===== config.mk =====
export PLATFORM = sky130hd
export DESIGN_NAME = ascii_to_seven_segment_encoder_top
export DESIGN_NICKNAME = d
export VERILOG_FILES = /design/src/design/asc7seg_pkg.sv /design/src/design/asc7seg_glyph.sv /design/src/design/ascii_to_seven_segment_encoder_top.sv
export SDC_FILE = /design/constraint.sdc
export NUM_CORES = 1
export LEC_CHECK = 0
export BUFFER_PORTS_ARGS = -buffer_cell sky130_fd_sc_hd__buf_2
export CAP_MARGIN = 20
export CORE_MARGIN = 5
export CORE_UTILIZATION = 35
export CTS_CLUSTER_DIAMETER = 200
export DETAILED_ROUTE_END_ITERATION = 6
export REMOVE_ABC_BUFFERS = 1
export SYNTH_ARGS = -nofsm -noshare
export SYNTH_HDL_FRONTEND = slang
export SYNTH_SLANG_ARGS = --single-unit
export TNS_END_PERCENT = 100

===== constraint.sdc =====
create_clock -name clk -period 5.75 [get_ports clk]
set_input_delay 0.2875 -clock clk [delete_from_list [all_inputs] [get_ports clk]]
set_output_delay 0.2875 -clock clk [all_outputs]
set_load 0.01 [all_outputs]

===== src/design/asc7seg_pkg.sv =====
// ----------------------------------------------------------------------------
// asc7seg_pkg
// Shared constants, glyph table and types for the ASCII to seven-segment
// encoder.
// ----------------------------------------------------------------------------
package asc7seg_pkg;

    localparam int DIGIT_COUNT_DEFAULT = 6;

    localparam logic [7:0] SEG_UNKNOWN = 8'hFF;
    localparam logic [7:0] SEG_POINT   = 8'h80;
    localparam logic [7:0] CHAR_FIRST  = 8'h20;  // space
    localparam logic [7:0] CHAR_LAST   = 8'h7E;  // tilde
    localparam logic [7:0] CHAR_DOT    = 8'h2E;  // '.'

    localparam int GLYPH_COUNT = 95;

    // XABCDEFG order, indexed by code minus space
    localparam logic [7:0] GLYPH_ROM [0:GLYPH_COUNT-1] = '{
        8'h00, 8'hB0, 8'h22, 8'hFF, 8'hFF, 8'h49, 8'hFF, 8'h02,
        8'h4E, 8'h78, 8'h40, 8'hFF, 8'h10, 8'h01, 8'h80, 8'hFF,
        8'h7E, 8'h30, 8'h6D, 8'h79, 8'h33, 8'h5B, 8'h5F, 8'h70,
        8'h7F, 8'h7B, 8'h48, 8'h58, 8'hFF, 8'hFF, 8'hFF, 8'h65,
        8'h6F, 8'h77, 8'h1F, 8'h4E, 8'h3D, 8'h4F, 8'h47, 8'h5E,
        8'h37, 8'h30, 8'h3C, 8'hFF, 8'h0E, 8'hFF, 8'h15, 8'h7E,
        8'h67, 8'hFE, 8'h05, 8'h5B, 8'h07, 8'h3E, 8'h3E, 8'h3F,
        8'hFF, 8'h27, 8'h6D, 8'h4E, 8'hFF, 8'h78, 8'hFF, 8'h08,
        8'h20, 8'h77, 8'h1F, 8'h0D, 8'h3D, 8'h4F, 8'h47, 8'h5E,
        8'h17, 8'h10, 8'h3C, 8'hFF, 8'h0E, 8'hFF, 8'h15, 8'h1D,
        8'h67, 8'hFF, 8'h05, 8'h5B, 8'h07, 8'h1C, 8'h1C, 8'hFF,
        8'hFF, 8'h27, 8'hFF, 8'h31, 8'h06, 8'h07, 8'h63
    };

    // Decoded character handed from the glyph stage to the top level
    typedef struct packed {
        logic [7:0] segments;   // rewired byte
        logic       unknown;    // no representation
        logic       is_dot;
    } glyph_info_t;

endpackage


===== src/design/asc7seg_glyph.sv =====
// ----------------------------------------------------------------------------
// asc7seg_glyph
// Glyph table lookup and rewiring to the normal or upside-down digit layout.
// ----------------------------------------------------------------------------
module asc7seg_glyph (
    input  logic                      [7:0] char_code,
    input  logic                            inverted_mode,
    input  logic                            point_in,
    output asc7seg_pkg::glyph_info_t        info
);

    logic       in_range;
    logic [6:0] rom_idx;
    logic [7:0] glyph;
    logic [7:0] wired;

    assign in_range = (char_code >= asc7seg_pkg::CHAR_FIRST) &&
                      (char_code <= asc7seg_pkg::CHAR_LAST);
    assign rom_idx  = 7'(char_code - asc7seg_pkg::CHAR_FIRST);
    assign glyph    = in_range ? asc7seg_pkg::GLYPH_ROM[rom_idx] : asc7seg_pkg::SEG_UNKNOWN;

    always_comb
    begin
        wired    = 8'h00;
        wired[7] = glyph[7];
        if (inverted_mode)
        begin
            // XGCBAFED, point may be carried in from a preceding dot
            wired[7] = glyph[7] | point_in;
            wired[3] = glyph[6];
            wired[4] = glyph[5];
            wired[5] = glyph[4];
            wired[0] = glyph[3];
            wired[1] = glyph[2];
            wired[2] = glyph[1];
            wired[6] = glyph[0];
        end
        else
        begin
            // XGFEDCBA
            wired[0] = glyph[6];
            wired[1] = glyph[5];
            wired[2] = glyph[4];
            wired[3] = glyph[3];
            wired[4] = glyph[2];
            wired[5] = glyph[1];
            wired[6] = glyph[0];
        end
    end

    assign info.segments = wired;
    assign info.unknown  = (glyph == asc7seg_pkg::SEG_UNKNOWN);
    assign info.is_dot   = (char_code == asc7seg_pkg::CHAR_DOT);

endmodule


===== src/design/ascii_to_seven_segment_encoder_top.sv =====
// ----------------------------------------------------------------------------
// ascii_to_seven_segment_encoder_top
// Turns a character stream into digit write commands for a seven-segment
// display, with point merging and a digit limit.
// ----------------------------------------------------------------------------
// The result is registered: it is valid in the cycle after the input transfer.
// Throughput: one character per cycle; the only stage is the result register,
//   and ready stays high as long as that register is empty or being drained.
// Reset (rst_n low, asynchronous): no result pending, inverted_mode 0, and the
//   string state cleared as if a string had started at digit 0.
// ----------------------------------------------------------------------------
module ascii_to_seven_segment_encoder_top #(
    parameter int DIGIT_COUNT = asc7seg_pkg::DIGIT_COUNT_DEFAULT
) (
    input  logic       clk,
    input  logic       rst_n,

    // configuration
    input  logic       cfg_we,
    input  logic       cfg_wdata,

    // character input
    input  logic       in_valid,
    output logic       in_ready,
    input  logic [7:0] char_code,
    input  logic       string_start,
    input  logic [2:0] first_digit,

    // digit write output
    output logic       out_valid,
    input  logic       out_ready,
    output logic       write_valid,
    output logic [2:0] write_pos,
    output logic [7:0] segments,
    output logic       unknown_char,
    output logic       overflow,
    output logic [2:0] placed_count
);

    // position can reach DIGIT_COUNT itself, first_digit reaches 7
    localparam int POS_W = ($clog2(DIGIT_COUNT + 1) > 3) ? $clog2(DIGIT_COUNT + 1) : 3;

    logic             inverted_mode_reg;

    // running string state
    logic [POS_W-1:0] position_reg, position_next;
    logic [2:0]       origin_reg, origin_next;
    logic             dot_pending_reg, dot_pending_next;
    logic [7:0]       prev_seg_reg, prev_seg_next;
    logic             halted_reg, halted_next;

    // result register
    logic             out_valid_reg;
    logic             wv_reg, wv_next;
    logic [2:0]       wpos_reg, wpos_next;
    logic [7:0]       seg_reg, seg_next;
    logic             unk_reg, unk_next;
    logic             ovf_reg, ovf_next;
    logic [2:0]       placed_reg, placed_next;

    // state as seen by this character (string start overrides)
    logic [POS_W-1:0] pos_eff;
    logic [2:0]       origin_eff;
    logic             dot_eff;
    logic [7:0]       prev_eff;
    logic             halted_eff;

    logic                     in_xfer;
    asc7seg_pkg::glyph_info_t glyph;

    assign in_ready = !out_valid_reg || out_ready;
    assign in_xfer  = in_valid && in_ready;

    assign pos_eff    = string_start ? POS_W'(first_digit) : position_reg;
    assign origin_eff = string_start ? first_digit : origin_reg;
    assign dot_eff    = string_start ? 1'b0 : dot_pending_reg;
    assign prev_eff   = string_start ? 8'h00 : prev_seg_reg;
    assign halted_eff = string_start ? 1'b0 : halted_reg;

    asc7seg_glyph u_glyph (
        .char_code     (char_code),
        .inverted_mode (inverted_mode_reg),
        .point_in      (dot_eff),
        .info          (glyph)
    );

    always_comb
    begin
        position_next    = pos_eff;
        origin_next      = origin_eff;
        dot_pending_next = dot_eff;
        prev_seg_next    = prev_eff;
        halted_next      = halted_eff;

        wv_next   = 1'b0;
        wpos_next = 3'd0;
        seg_next  = 8'h00;
        unk_next  = 1'b0;
        ovf_next  = 1'b0;

        if (halted_eff)
        begin
            // string already dropped
            ovf_next = 1'b1;
        end
        else
        begin
            unk_next         = glyph.unknown;
            dot_pending_next = glyph.is_dot;
            if (glyph.is_dot)
            begin
                // normal mode: light the point of the last digit, if any
                if (!inverted_mode_reg && (pos_eff != POS_W'(origin_eff)))
                begin
                    prev_seg_next = prev_eff | asc7seg_pkg::SEG_POINT;
                    wv_next       = 1'b1;
                    wpos_next     = 3'(pos_eff - POS_W'(1));
                    seg_next      = prev_eff | asc7seg_pkg::SEG_POINT;
                end
            end
            else if (pos_eff >= POS_W'(DIGIT_COUNT))
            begin
                halted_next = 1'b1;
                ovf_next    = 1'b1;
            end
            else
            begin
                wv_next       = 1'b1;
                wpos_next     = 3'(pos_eff);
                seg_next      = glyph.segments;
                prev_seg_next = glyph.segments;
                position_next = pos_eff + POS_W'(1);
            end
        end

        placed_next = 3'(position_next - POS_W'(origin_eff));
    end

    always_ff @(posedge clk or negedge rst_n)
    begin
        if (!rst_n)
        begin
            inverted_mode_reg <= 1'b0;
        end
        else if (cfg_we)
        begin
            inverted_mode_reg <= cfg_wdata;
        end
    end

    always_ff @(posedge clk or negedge rst_n)
    begin
        if (!rst_n)
        begin
            position_reg    <= '0;
            origin_reg      <= 3'd0;
            dot_pending_reg <= 1'b0;
            prev_seg_reg    <= 8'h00;
            halted_reg      <= 1'b0;
            out_valid_reg   <= 1'b0;
        end
        else
        begin
            if (in_xfer)
            begin
                position_reg    <= position_next;
                origin_reg      <= origin_next;
                dot_pending_reg <= dot_pending_next;
                prev_seg_reg    <= prev_seg_next;
                halted_reg      <= halted_next;
                out_valid_reg   <= 1'b1;
            end
            else if (out_ready)
            begin
                out_valid_reg   <= 1'b0;
            end
        end
    end

    // result payload, loaded on each input transfer
    always_ff @(posedge clk)
    begin
        if (in_xfer)
        begin
            wv_reg     <= wv_next;
            wpos_reg   <= wpos_next;
            seg_reg    <= seg_next;
            unk_reg    <= unk_next;
            ovf_reg    <= ovf_next;
            placed_reg <= placed_next;
        end
    end

    assign out_valid    = out_valid_reg;
    assign write_valid  = wv_reg;
    assign write_pos    = wpos_reg;
    assign segments     = seg_reg;
    assign unknown_char = unk_reg;
    assign overflow     = ovf_reg;
    assign placed_count = placed_reg;

endmodule


==> load_flow_metrics.sql <==
INSERT INTO impl_metrics (metric_group, metric, value, unit) VALUES
('setup_path', 'timing.reg2reg.setup_slack', '2.33', 'ns'),
('drt', 'route.vias.total', '2852', ''),
('timing', 'final_period_minus_worst_setup_slack', '3.422', 'ns'),
('min_path', 'holdPathStages', '2', ''),
('grt', 'grt.busiest_layer', 'met2', ''),
('clock_tree', 'cts_tree', 'done', ''),
('setup_path', 'worst_ep_arrival_time', '3.46', 'ns'),
('timing', 'final_critical_path_setup_slack', '2.328', 'ns'),
('pwr', 'power_density', '255.2', 'nW/um2'),
('flow_run', 'cap_viol_max_count', '0', ''),
('pwr', 'clkPwrFrac', '20.5', '%'),
('synth', 'total_of_flip_flops_plus_latches_after_synthesis', '34', ''),
('die', 'dieArea', '11270', 'um2'),
('synth', 'synth.top_cell.area_share', '15.78', '%'),
('clock_tree', 'clockRootBuffer', 'sky130_fd_sc_hd__clkbuf_8', ''),
('timing', 'hold_violations', '0', ''),
('timing', 'max_slew.worst_pin.slew', '0.7968', 'ns'),
('synth', 'ys_async_sr_fraction', '50.00', '%'),
('clock_tree', 'tritoncts_num_sinks', '34', ''),
('synth', 'ys_dominant_reg_cell', 'sky130_fd_sc_hd__edfxtp_1', ''),
('synth', 'yosysSeqAreaShare', '28.92', '%'),
('grt', 'initial_antenna_violation_count', '0', ''),
('cells_and_area', 'largest_register_ff_count', '8', ''),
('placed_design', 'dp_slack', '2.183', 'ns'),
('timing', 'final.setup_skew', '0.01173', 'ns'),
('setup_path', 'critical_path_class', 'reg -> reg', ''),
('cells_and_area', 'n_fill_cell', '941', ''),
('grt', 'grtUsageTotal', '14.75', '%'),
('pwr', 'power_report.internal_total', '567.5', 'uW'),
('grt', 'use_met2', '23.30', '%'),
('clock_tree', 'cts_resized', '0', ''),
('drt', 'antenna_left', '0', ''),
('grt', 'wire_length_of_the_first_global_routing_pass', '13660', 'um'),
('cells_and_area', 'stdcell_count', '500', ''),
('timing', 'drv_slew', '0', ''),
('synth', 'ys_types', '76', ''),
('pwr', 'fin_total_pwr', '891.8', 'uW'),
('clock_tree', 'cts_buffer_depth', '2', ''),
('timing', 'setup_tns', '0', 'ns'),
('synth', 'syn-cell-area', '3236', 'um2'),
('cells_and_area', 'antennaDiodeCount', '0', ''),
('clock_tree', 'cts_buffers', '5', ''),
('drt', 'totalWireLength', '8067', 'um'),
('placed_design', 'number_of_input_and_output_port_buffers_inserted', '36', ''),
('timing', 'grt_setup_unrepaired', 'no', ''),
('placed_design', 'gp_congestion', '0.9112', ''),
('synth', 'synth-edff-count', '17', ''),
('cells_and_area', 'fin_nets', '423', ''),
('synth', 'netlist.top_cell.by_area', 'sky130_fd_sc_hd__edfxtp_1', ''),
('setup_path', 'setup.worst_path.end_class', 'flip-flop', ''),
('setup_path', 'worst_path_max_delay_cell', 'sky130_fd_sc_hd__nand3b_2', ''),
('pwr', 'switchingPower', '324.2', 'uW'),
('status', 'status', 'finished, final reports clean', ''),
('grt', 'use_met1', '20.71', '%'),
('pwr', 'peakVddDrop', '0.00009002', 'V'),
('drt', 'drt_iter0_markers', '166', ''),
('setup_path', 'crit_chain', 'mux2i_1, inv_1, ha_1, o211ai_1, o21ai_0, nand3b_2, xnor2_1, ha_1, inv_1, fa_1, xnor2_1, xnor2_1', ''),
('grt', 'grt_max_degree', '51', ''),
('grt', 'first_global_vias', '2693', ''),
('timing', 'fmax', '292.2', 'MHz'),
('die', 'rows', '35', ''),
('setup_path', 'r2r_cells', '12', ''),
('pwr', 'power_frac_comb', '39.8', '%'),
('setup_path', 'cpPeakStageDelay', '0.49', 'ns'),
('pwr', 'pwr-share-seq', '39.7', '%'),
('timing', 'layout_worst_path_cycle_share', '59.52', '%'),
('timing', 'setup_viol', '0', ''),
('setup_path', 'worst_endpoint_required_time', '5.79', 'ns'),
('die', 'core', '9109', 'um2'),
('die', 'die-width', '106.2', 'um'),
('clock_tree', 'clk_pin_slew', '0.07', 'ns');
layout make-up:
cell class                 count  area (um2)  share of cell area [%]
clock buffer                   6       82.58                   2.363
clock inverter                 2       11.26                  0.3222
inverter                      15       56.30                   1.611
multi-input combinational    293        2064                   59.08
sequential                    34       935.9                   26.78
tap                          111       138.9                   3.974
timing repair buffer          39       205.2                   5.872
through the flow:
step / hold WS [ns] / util (%)
CTS: 0.1936 / 38.37
floorplan: -0.008091 / -
global placement: 0.2347 / 37.23
global route: 0.2154 / 38.37
finish: 0.1929 / 38.37
detailed placement: 0.2459 / 37.23
layout by cell type (no fill, tap or decap), types with 12 or more instances in the layout:
cell / instances
sky130_fd_sc_hd__a21oi_1: 12
sky130_fd_sc_hd__inv_1: 14
sky130_fd_sc_hd__nor2_1: 20
sky130_fd_sc_hd__nor2b_1: 13
sky130_fd_sc_hd__dfrtp_1: 17
sky130_fd_sc_hd__ha_1: 16
sky130_fd_sc_hd__buf_2: 36
sky130_fd_sc_hd__nand2_1: 41
sky130_fd_sc_hd__edfxtp_1: 17
sky130_fd_sc_hd__o21ai_0: 22
layer usage:
metal  vias up  share of wire [%]  wire (um)
met4         0                2.0        162
met1      1332                 47       3777
met3        13                4.8        385
li1       1404                  -          -
met5         -                  0          0
met2       103                 46       3742
worst max-delay path: cells and delay by family, from the launching register on:
kind                       cells  cell delay, ns
AOI/OAI and AO/OA              2            0.42
muxes                          1            0.28
DFF                            1            0.42
adders and majority gates      3            0.79
buffers and inverters          2            0.16
and+or+nand+nor                1            0.49
xor gates and xnor gates       3            0.61
power groups by stage:
stage | Combinational, uW | Sequential, uW | Clock [uW]
floorplan | 235 | 367 | 0
global placement | 347 | 358 | 0
detailed placement | 353 | 359 | 0
CTS | 356 | 354 | 189
global route | 398 | 362 | 196
finish | 355 | 354 | 183
worst paths after layout:
check,startpoint,end
worst max-delay path,position_reg[1],placed_count[2]
worst min-delay path,cfg_we,inverted_mode_reg
worst max register to register,position_reg[1],placed_count[2]
worst min register to register,prev_seg_reg[0],prev_seg_reg[0]
max in group asynchronous,rst_n,prev_seg_reg[6]
min in group asynchronous,rst_n,position_reg[1]
kinds of logic after synthesis:
logic type,Yosys count,share of synthesized area (%)
DFF,34,28.93
muxes,18,6.303
AOI/OAI and AO/OA,117,26.76
buffers and inverters,40,7.269
and+or+nand+nor,134,22.04
adders and majority gates,17,6.806
xor gates and xnor gates,7,1.895
synthesized netlist by cell type (5+ instances only):
cell and n:
sky130_fd_sc_hd__nand2_1 41, sky130_fd_sc_hd__o21ai_0 22, sky130_fd_sc_hd__nor2_1 20, sky130_fd_sc_hd__dfrtp_1 17, sky130_fd_sc_hd__edfxtp_1 17, sky130_fd_sc_hd__ha_1 16, sky130_fd_sc_hd__inv_1 14, sky130_fd_sc_hd__nor2b_1 13
sky130_fd_sc_hd__a21oi_1 12, sky130_fd_sc_hd__mux2i_1 11, sky130_fd_sc_hd__nand2b_1 11, sky130_fd_sc_hd__nand3_1 11, sky130_fd_sc_hd__o21ai_1 9, sky130_fd_sc_hd__a31oi_1 8, sky130_fd_sc_hd__and2_1 7, sky130_fd_sc_hd__buf_4 7
sky130_fd_sc_hd__a211oi_1 6, sky130_fd_sc_hd__buf_2 6, sky130_fd_sc_hd__nor3b_1 6, sky130_fd_sc_hd__o311ai_1 6, sky130_fd_sc_hd__xnor2_1 6, sky130_fd_sc_hd__and3_1 5, sky130_fd_sc_hd__buf_6 5, sky130_fd_sc_hd__mux2_2 5
sky130_fd_sc_hd__nor3_1 5, sky130_fd_sc_hd__o211ai_1 5, sky130_fd_sc_hd__o22ai_1 5
timing repair:
action / CTS / global route
hold buffers: 1 / 0
setup buffers: 0 / 0
setup endpoints to repair: 0 / 0
endpoints found under the hold margin: 17 / 0
Power figures use the tool's default switching activity.
